--- src/rtl/pce_pkg.sv ---
// ----------------------------------------------------------------------------
// pce_pkg
// Shared widths, register indexes, settings types and helpers for the
// palette color effects pipeline.
// ----------------------------------------------------------------------------
package pce_pkg;

	localparam int CH_W       = 8;
	localparam int TINT_W     = 16;
	localparam int MUL_W      = TINT_W + 2;
	localparam int OFF_W      = 11;
	localparam int FADE_W     = 17;
	localparam int MASK_W     = 3;
	localparam int PROD_W     = CH_W + 1 + MUL_W;
	localparam int TINT_FRAC  = 13;
	localparam int Q_W        = PROD_W - TINT_FRAC;
	localparam int CLAMP_W    = 16;
	localparam int FPROD_W    = CH_W + FADE_W - 1;
	localparam int NSTAGE     = 5;
	localparam int NUM_CH     = 3;

	localparam int CFG_IDX_W  = 3;
	localparam int CFG_DATA_W = 17;

	localparam logic [CFG_IDX_W-1:0] REG_FILTER_MASK  = 3'd0;
	localparam logic [CFG_IDX_W-1:0] REG_TINT_RED     = 3'd1;
	localparam logic [CFG_IDX_W-1:0] REG_TINT_GREEN   = 3'd2;
	localparam logic [CFG_IDX_W-1:0] REG_TINT_BLUE    = 3'd3;
	localparam logic [CFG_IDX_W-1:0] REG_OFFSET_RED   = 3'd4;
	localparam logic [CFG_IDX_W-1:0] REG_OFFSET_GREEN = 3'd5;
	localparam logic [CFG_IDX_W-1:0] REG_OFFSET_BLUE  = 3'd6;
	localparam logic [CFG_IDX_W-1:0] REG_FADE_FACTOR  = 3'd7;

	localparam logic [FADE_W-1:0] FADE_ONE = 17'h10000;

	// per-channel settings as seen by the datapath
	typedef struct packed {
		logic                    dim;
		logic signed [MUL_W-1:0] mul;
		logic signed [OFF_W-1:0] off;
		logic                    fade_on;
		logic [FADE_W-2:0]       fade;
	} pce_chan_cfg_t;

	// bit 0 moves stage 1, bit NSTAGE-1 moves the output stage
	typedef logic [NSTAGE-1:0] pce_stage_en_t;

	typedef struct packed {
		logic [CH_W-1:0] index;
		logic            last;
	} pce_meta_t;

	function automatic logic [CH_W-1:0] clamp_u8(input logic signed [CLAMP_W-1:0] v);
		logic [CH_W-1:0] r;
		if (v < 0) begin
			r = '0;
		end else if (v > $signed(CLAMP_W'(255))) begin
			r = '1;
		end else begin
			r = v[CH_W-1:0];
		end
		return r;
	endfunction

endpackage

--- src/rtl/palette_color_effects.sv ---
// ----------------------------------------------------------------------------
// palette_color_effects
// Recolors streamed RGB palette entries: filter, tint, offset and fade.
// ----------------------------------------------------------------------------
// Takes one palette entry per clock while results leave the output, and
// returns each after the five-stage channel datapath (filter, tint
// multiply, tint clamp, offset clamp, fade multiply), which every entry
// crosses once. Each stage holds under back-pressure only while it is
// occupied, so bubbles are squeezed out and the input keeps taking entries
// while a result waits at the output, until every stage is full. Entry
// index and last flag travel alongside unchanged. Write settings only while
// the pipeline is empty; a write takes effect for entries accepted from the
// next cycle on.
// ----------------------------------------------------------------------------
module palette_color_effects import pce_pkg::*; (
	input  logic                  clk,
	input  logic                  arst_n,
	// settings write port
	input  logic                  cfg_we,
	input  logic [CFG_IDX_W-1:0]  cfg_index,
	input  logic [CFG_DATA_W-1:0] cfg_data,
	// palette entries in
	input  logic                  s_tvalid,
	output logic                  s_tready,
	input  logic [31:0]           s_tdata,   // red_in, green_in, blue_in, entry_index
	input  logic                  s_tlast,   // last_entry
	// recolored entries out
	output logic                  m_tvalid,
	input  logic                  m_tready,
	output logic [31:0]           m_tdata,   // red_out, green_out, blue_out, index_out
	output logic                  m_tlast    // last_out
);

	pce_chan_cfg_t chan_cfg [NUM_CH];
	pce_stage_en_t en;
	logic [NSTAGE-1:0] valid_s;
	pce_meta_t         meta_s [NSTAGE];
	logic [CH_W-1:0]   c_res  [NUM_CH];

	pce_cfg u_cfg (
		.clk       (clk),
		.arst_n    (arst_n),
		.cfg_we    (cfg_we),
		.cfg_index (cfg_index),
		.cfg_data  (cfg_data),
		.chan_cfg  (chan_cfg)
	);

	// A stage advances when it is empty or the stage after it advances.
	always_comb begin
		en[NSTAGE-1] = !valid_s[NSTAGE-1] || m_tready;
		for (int k = NSTAGE - 2; k >= 0; k--) begin
			en[k] = !valid_s[k] || en[k+1];
		end
	end

	assign s_tready = en[0];

	// Valid bits: each stage takes its upstream's valid when it advances.
	always_ff @(posedge clk or negedge arst_n) begin
		if (!arst_n) begin
			valid_s <= '0;
		end else begin
			if (en[0]) valid_s[0] <= s_tvalid;
			for (int k = 1; k < NSTAGE; k++) begin
				if (en[k]) valid_s[k] <= valid_s[k-1];
			end
		end
	end

	// Carry index and last flag down the pipe beside the channel data.
	always_ff @(posedge clk) begin
		if (en[0]) begin
			meta_s[0].index <= s_tdata[31:24];
			meta_s[0].last  <= s_tlast;
		end
		for (int k = 1; k < NSTAGE; k++) begin
			if (en[k]) meta_s[k] <= meta_s[k-1];
		end
	end

	// One datapath lane per color channel.
	for (genvar i = 0; i < NUM_CH; i++) begin : g_chan
		pce_chan u_chan (
			.clk   (clk),
			.en    (en),
			.cfg   (chan_cfg[i]),
			.c_in  (s_tdata[i*CH_W +: CH_W]),
			.c_out (c_res[i])
		);
	end

	assign m_tvalid = valid_s[NSTAGE-1];
	assign m_tdata  = {meta_s[NSTAGE-1].index, c_res[2], c_res[1], c_res[0]};
	assign m_tlast  = meta_s[NSTAGE-1].last;

endmodule

--- src/rtl/pce_cfg.sv ---
// ----------------------------------------------------------------------------
// pce_cfg
// Settings registers and per-channel derived settings (dim flag, tint
// multiplier, offset, fade).
// ----------------------------------------------------------------------------
module pce_cfg import pce_pkg::*; (
	input  logic                  clk,
	input  logic                  arst_n,
	input  logic                  cfg_we,
	input  logic [CFG_IDX_W-1:0]  cfg_index,
	input  logic [CFG_DATA_W-1:0] cfg_data,
	output pce_chan_cfg_t         chan_cfg [NUM_CH]
);

	logic        [MASK_W-1:0] mask_q;
	logic signed [TINT_W-1:0] tint_q [NUM_CH];
	logic signed [OFF_W-1:0]  off_q  [NUM_CH];
	logic        [FADE_W-1:0] fade_q;
	logic signed [MUL_W-1:0]  mul_q  [NUM_CH];
	logic signed [MUL_W-1:0]  t_ext  [NUM_CH];

	always_ff @(posedge clk or negedge arst_n) begin
		if (!arst_n) begin
			mask_q <= '0;
			fade_q <= FADE_ONE;
			for (int i = 0; i < NUM_CH; i++) begin
				tint_q[i] <= '0;
				off_q[i]  <= '0;
			end
		end else if (cfg_we) begin
			case (cfg_index)
				REG_FILTER_MASK:  mask_q    <= cfg_data[MASK_W-1:0];
				REG_TINT_RED:     tint_q[0] <= cfg_data[TINT_W-1:0];
				REG_TINT_GREEN:   tint_q[1] <= cfg_data[TINT_W-1:0];
				REG_TINT_BLUE:    tint_q[2] <= cfg_data[TINT_W-1:0];
				REG_OFFSET_RED:   off_q[0]  <= cfg_data[OFF_W-1:0];
				REG_OFFSET_GREEN: off_q[1]  <= cfg_data[OFF_W-1:0];
				REG_OFFSET_BLUE:  off_q[2]  <= cfg_data[OFF_W-1:0];
				REG_FADE_FACTOR:  fade_q    <= cfg_data[FADE_W-1:0];
				default:          mask_q    <= mask_q;
			endcase
		end
	end

	always_comb begin
		for (int i = 0; i < NUM_CH; i++) begin
			t_ext[i] = {{(MUL_W-TINT_W){tint_q[i][TINT_W-1]}}, tint_q[i]};
		end
	end

	// multiplier is first used one stage after entry, so a register here is safe
	always_ff @(posedge clk or negedge arst_n) begin
		if (!arst_n) begin
			for (int i = 0; i < NUM_CH; i++) begin
				mul_q[i] <= '0;
			end
		end else begin
			mul_q[0] <= (t_ext[0] <<< 1) - t_ext[1] - t_ext[2];
			mul_q[1] <= (t_ext[1] <<< 1) - t_ext[0] - t_ext[2];
			mul_q[2] <= (t_ext[2] <<< 1) - t_ext[0] - t_ext[1];
		end
	end

	always_comb begin
		for (int i = 0; i < NUM_CH; i++) begin
			chan_cfg[i].dim     = (mask_q != '0) && !mask_q[i];
			chan_cfg[i].mul     = mul_q[i];
			chan_cfg[i].off     = off_q[i];
			chan_cfg[i].fade_on = !fade_q[FADE_W-1];
			chan_cfg[i].fade    = fade_q[FADE_W-2:0];
		end
	end

endmodule

--- src/rtl/pce_chan.sv ---
// ----------------------------------------------------------------------------
// pce_chan
// One color channel through five stages: filter, tint product, tint clamp,
// offset clamp, fade.
// ----------------------------------------------------------------------------
module pce_chan import pce_pkg::*; (
	input  logic            clk,
	input  pce_stage_en_t   en,
	input  pce_chan_cfg_t   cfg,
	input  logic [CH_W-1:0] c_in,
	output logic [CH_W-1:0] c_out
);

	localparam logic signed [PROD_W-1:0] TINT_HALF = PROD_W'(1 << (TINT_FRAC - 1));
	localparam logic signed [PROD_W-1:0] TINT_BIAS = PROD_W'((1 << TINT_FRAC) - 1);
	localparam logic [FPROD_W-1:0]       FADE_HALF = FPROD_W'(1 << (FADE_W - 2));

	logic        [CH_W-1:0]    c_s1, c_s2, t_s3, a_s4, f_s5;
	logic signed [PROD_W-1:0]  prod_s2;

	logic signed [PROD_W-1:0]  c_ext, m_ext, prod, biased, shifted;
	logic signed [Q_W-1:0]     q;
	logic signed [CLAMP_W-1:0] tint_sum, off_sum;
	logic [FPROD_W-1:0]        fprod;

	always_comb begin
		c_ext    = {{(PROD_W-CH_W){1'b0}}, c_s1};
		m_ext    = {{(PROD_W-MUL_W){cfg.mul[MUL_W-1]}}, cfg.mul};
		prod     = c_ext * m_ext + TINT_HALF;
		// truncate toward zero: bias negative products before the shift
		biased   = prod_s2 + (prod_s2[PROD_W-1] ? TINT_BIAS : '0);
		shifted  = biased >>> TINT_FRAC;
		q        = shifted[Q_W-1:0];
		tint_sum = {{(CLAMP_W-CH_W){1'b0}}, c_s2} + {{(CLAMP_W-Q_W){q[Q_W-1]}}, q};
		off_sum  = {{(CLAMP_W-CH_W){1'b0}}, t_s3}
			+ {{(CLAMP_W-OFF_W){cfg.off[OFF_W-1]}}, cfg.off};
		fprod    = {{(FPROD_W-CH_W){1'b0}}, a_s4} * {{(FPROD_W-FADE_W+1){1'b0}}, cfg.fade}
			+ FADE_HALF;
	end

	always_ff @(posedge clk) begin
		if (en[0]) c_s1 <= cfg.dim ? (c_in >> 2) : c_in;
		if (en[1]) begin
			prod_s2 <= prod;
			c_s2    <= c_s1;
		end
		if (en[2]) t_s3 <= clamp_u8(tint_sum);
		if (en[3]) a_s4 <= clamp_u8(off_sum);
		if (en[4]) f_s5 <= cfg.fade_on ? fprod[FPROD_W-1:FPROD_W-CH_W] : a_s4;
	end

	assign c_out = f_s5;

endmodule

--- config.mk ---
export PLATFORM = sky130hd
export DESIGN_NAME = palette_color_effects
export DESIGN_NICKNAME = d
export VERILOG_FILES = /design/src/rtl/pce_pkg.sv /design/src/rtl/palette_color_effects.sv /design/src/rtl/pce_cfg.sv /design/src/rtl/pce_chan.sv
export SDC_FILE = /design/constraint.sdc
export NUM_CORES = 2
export LEC_CHECK = 0
export BUFFER_PORTS_ARGS = -buffer_cell sky130_fd_sc_hd__buf_2
export CAP_MARGIN = 10
export CELL_PAD_IN_SITES_DETAIL_PLACEMENT = 2
export CELL_PAD_IN_SITES_GLOBAL_PLACEMENT = 2
export CORE_ASPECT_RATIO = 1.75
export CORE_MARGIN = 4
export CORE_UTILIZATION = 25
export DETAILED_ROUTE_END_ITERATION = 16
export GPL_ROUTABILITY_DRIVEN = 1
export PLACE_DENSITY = 0.64
export REMOVE_ABC_BUFFERS = 1
export SETUP_SLACK_MARGIN = 0.2
export SLEW_MARGIN = 30
export SYNTH_ARGS = -nofsm -noshare
export SYNTH_HDL_FRONTEND = slang
export SYNTH_SLANG_ARGS = --single-unit
--- constraint.sdc ---
create_clock -name clk -period 10.8 [get_ports clk]
set_input_delay 2.16 -clock clk [delete_from_list [all_inputs] [get_ports clk]]
set_output_delay 2.16 -clock clk [all_outputs]
set_load 0.02 [all_outputs]
==> results.ini <==
[global_route]
grt_start_max_net_pins = 117
track_usage_pct = 14.6
grt_pass1_vias = 38900
gr-total-overflow = 0
grt_first_pass_wirelength_mm = 220
antenna_found_initial = 25

[sta]
hold_viol = 0
layout_min_cycle_time_ps = 6280
slew_headroom_pct = 35.9
fin_crit_sh_pct = 58.1
clock-skew-final_ps = 25.7
rsz0062_at_grt = no
tightestPinTransition_ps = 961
max_freq_mhz = 159
fin_setup_tns_ps = 0
setup_violations = 0
slew_violations = 0

[synth]
synth.avg_cell_area_um2 = 10.3
synthDistinctLibCells = 83
yosys_warnings = 0
ys.flop_type = edfxtp_1
synth-async-reset-ratio_pct = 39.4
synth_edf_count = 246
yosysSeqAreaShare_pct = 24.1
yosys_register_bits = 406
synth_cells = 4596
netlist_area_mm2 = 0.0473

[layout]
final_cell_mix = inv_1, fa_1, ha_1
fillerInstances = 20900
nNetsFinal = 5870
regArea_mm2 = 0.0114
multi_input_area_mm2 = 0.0323
drive_above_1_share_pct = 7.15
layout_commonest_cell = inv_1
area_growth_pct = 10.5

[clock_tree]
htreeDepth = 2
clkLatencyLatePin_ps = 670
clockBufferDepth = 3
cts_tree = yes
ctsRootBufferMaster = clkbuf_16
post_cts_buffers = 0
cts_buffers = 48
hold_buffers = 0
clkTransAtPathRegs_ps = 70
clock-sinks = 406
cts_resized = 0

[worst_hold_path]
hp-class = reg -> reg
worstHoldStart = meta_s[0][34]
holdPathStages = 0
min_to = meta_s[0][43]

[detailed_routing]
wl_mm = 140
num_vias = 32500
first_pass_iters = 4
antenna_left = 0
drt_iter0_drc = 872
wl_per_cell_um = 19.7
route.detailed.drc = 0
viasPerCell = 4.57

[critical_path]
cp.arrival_ps = 6690
ff2ff_setup_slack_ps = 4520
crit_path_max_fanout = 19
crit-reg2reg-capture = g_chan[1].u_chan.prod_s2[26]
start_kind = register
cp_common_cell = fa_1
slowest_stage = edfxtp_1
regToRegStartpoint = g_chan[1].u_chan.c_s1[1]
critical_path_class = reg -> reg
slowest_delay_ps = 910
end_kind = register
r2r_cells = 19
critical_path.cell_chain = nand2_1 -> fa_1 -> inv_1 -> fa_1 -> inv_1 -> fa_1 -> inv_1 -> fa_1 -> fa_1 -> ha_1 -> a21o_1 -> a21oi_1 -> a2bb2oi_1 -> a31oi_1 -> a41oi_1 -> a21oi_1 -> a21o_1 -> a21oi_1 -> xnor2_1
worstPathRequired_ps = 11210

[flow_run]
drv_cap = 0

[floorplanning]
start_util_pct = 25.2
dieWidth_um = 337
rows = 210
die_area_mm2 = 0.196
die_h_um = 583
coreArea_mm2 = 0.188
ioPinCount = 93

[place]
port-buffer-count = 92
dp_hpwl_mm = 115
gp_congestion = 0.775

[status]
status = finished clean

## logic make-up after synthesis
logic type / Yosys count / synth area share (%)
buffers and inverters: 961 / 7.70
muxes: 93 / 2.22
xor gates and xnor gates: 199 / 3.69
adders and majority gates: 1177 / 41.5
DFF: 406 / 24.1
and+or+nand+nor: 1248 / 13.6
AOI/OAI and AO/OA: 512 / 7.27
## sequential cells by signal (all words and copies together) (netlist names)
| name | cells |
|---|---|
| valid_s | 5 |
| g_chan.u_chan.c_s2 | 24 |
| g_chan.u_chan.c_s1 | 24 |
| g_chan.u_chan.prod_s2 | 81 |
| u_cfg.fade_q | 17 |
| u_cfg.mask_q | 3 |
| meta_s | 45 |
| g_chan.u_chan.c_out | 24 |
| u_cfg.chan_cfg | 87 |
| g_chan.u_chan.a_s4 | 24 |
| u_cfg.t_ext | 48 |
| g_chan.u_chan.t_s3 | 24 |
## how the worst max path moves through the flow
stage,from,endpoint,slack [ps],cells past startpoint
detailed placement,g_chan[1].u_chan.c_s1[1],g_chan[1].u_chan.prod_s2[26],4430,19
floorplan,m_tready,s_tready,1750,4
global route,g_chan[1].u_chan.c_s1[1],g_chan[1].u_chan.prod_s2[25],4160,19
finish,g_chan[1].u_chan.c_s1[1],g_chan[1].u_chan.prod_s2[26],4520,19
CTS,g_chan[1].u_chan.c_s1[1],g_chan[1].u_chan.prod_s2[26],4430,19
global placement,g_chan[1].u_chan.c_s1[1],g_chan[1].u_chan.prod_s2[26],4610,19
## synth_stat cells (5+ instances only)
| cell type | count | area share (%) |
|---|---|---|
| and2_1 | 496 | 6.6 |
| and3_1 | 16 | 0.21 |
| or2_2 | 8 | 0.11 |
| or3_1 | 10 | 0.13 |
| a211oi_1 | 25 | 0.40 |
| mux2_2 | 91 | 2.2 |
| nand4_1 | 20 | 0.26 |
| and4_1 | 6 | 0.11 |
| a211o_1 | 5 | 0.093 |
| buf_4 | 8 | 0.13 |
| a31o_2 | 5 | 0.093 |
| dfrtp_1 | 159 | 8.4 |
| o211ai_1 | 6 | 0.095 |
| or4_1 | 5 | 0.079 |
| edfxtp_1 | 246 | 16 |
| a21o_1 | 51 | 0.81 |
| clkbuf_1 | 118 | 0.94 |
| inv_1 | 835 | 6.6 |
| a41oi_1 | 5 | 0.093 |
| xor2_1 | 65 | 1.2 |
| a31oi_1 | 13 | 0.17 |
| nand3_1 | 36 | 0.38 |
| a21oi_1 | 132 | 1.4 |
| nand2b_1 | 19 | 0.25 |
| o31ai_1 | 7 | 0.11 |
| ha_1 | 529 | 14 |
| nor3_1 | 49 | 0.52 |
| o21bai_1 | 23 | 0.37 |
| o21ai_1 | 10 | 0.11 |
| o21a_1 | 58 | 0.92 |
| a2111oi_0 | 6 | 0.11 |
| o21ai_0 | 106 | 1.1 |
| nand2_1 | 460 | 3.7 |
| nor2b_1 | 24 | 0.32 |
| fa_1 | 648 | 27 |
| xnor2_1 | 134 | 2.5 |
| o2111ai_1 | 8 | 0.15 |
| nor2_1 | 81 | 0.64 |
| nand4b_1 | 5 | 0.093 |
## critical path: cells and delay by family, from the launching register on
kind	cells	cell delay (ps)
adder cells (fa/ha/maj)	6	2880
AO/OA/AOI/OAI	8	1820
flip-flops	1	910
AND/OR/NAND/NOR	1	190
buffers and inverters	3	170
XOR/XNOR	1	80
## per-layer routing
| layer | global-route usage (%) | wire [um] |
|---|---|---|
| met2 | 30.5 | 82800 |
| met5 | 0 | 57 |
| met4 | 5.26 | 5480 |
| met3 | 1.59 | 3910 |
| met1 | 14.2 | 48000 |
## through the flow
step                utilization, %  hold slack, ps  cell area, um2  setup WS (ps)  std cells
floorplan                        -             400           46800           1750       4470
global placement              26.9             401           50500           4610       7020
detailed placement            26.9             406           50500           4430       7022
CTS                           27.8             418           52200           4430       7111
global route                  27.8             424           52200           4160       7113
finish                        27.8             418           52200           4520       7114
## area by class of cell
| class | count | share of cell area [%] |
|---|---|---|
| multi-input cells | 3229 | 61.8 |
| clock buffers | 55 | 2.43 |
| inverters | 835 | 6.00 |
| well taps | 2438 | 5.84 |
| clock inverters | 34 | 0.843 |
| repair buffers | 115 | 1.28 |
| flip-flops and latches | 406 | 21.8 |
| diodes | 2 | 0.00958 |
Power is not shown: default switching activity piles up to over one toggle a cycle in this logic, so the estimate is an artifact.
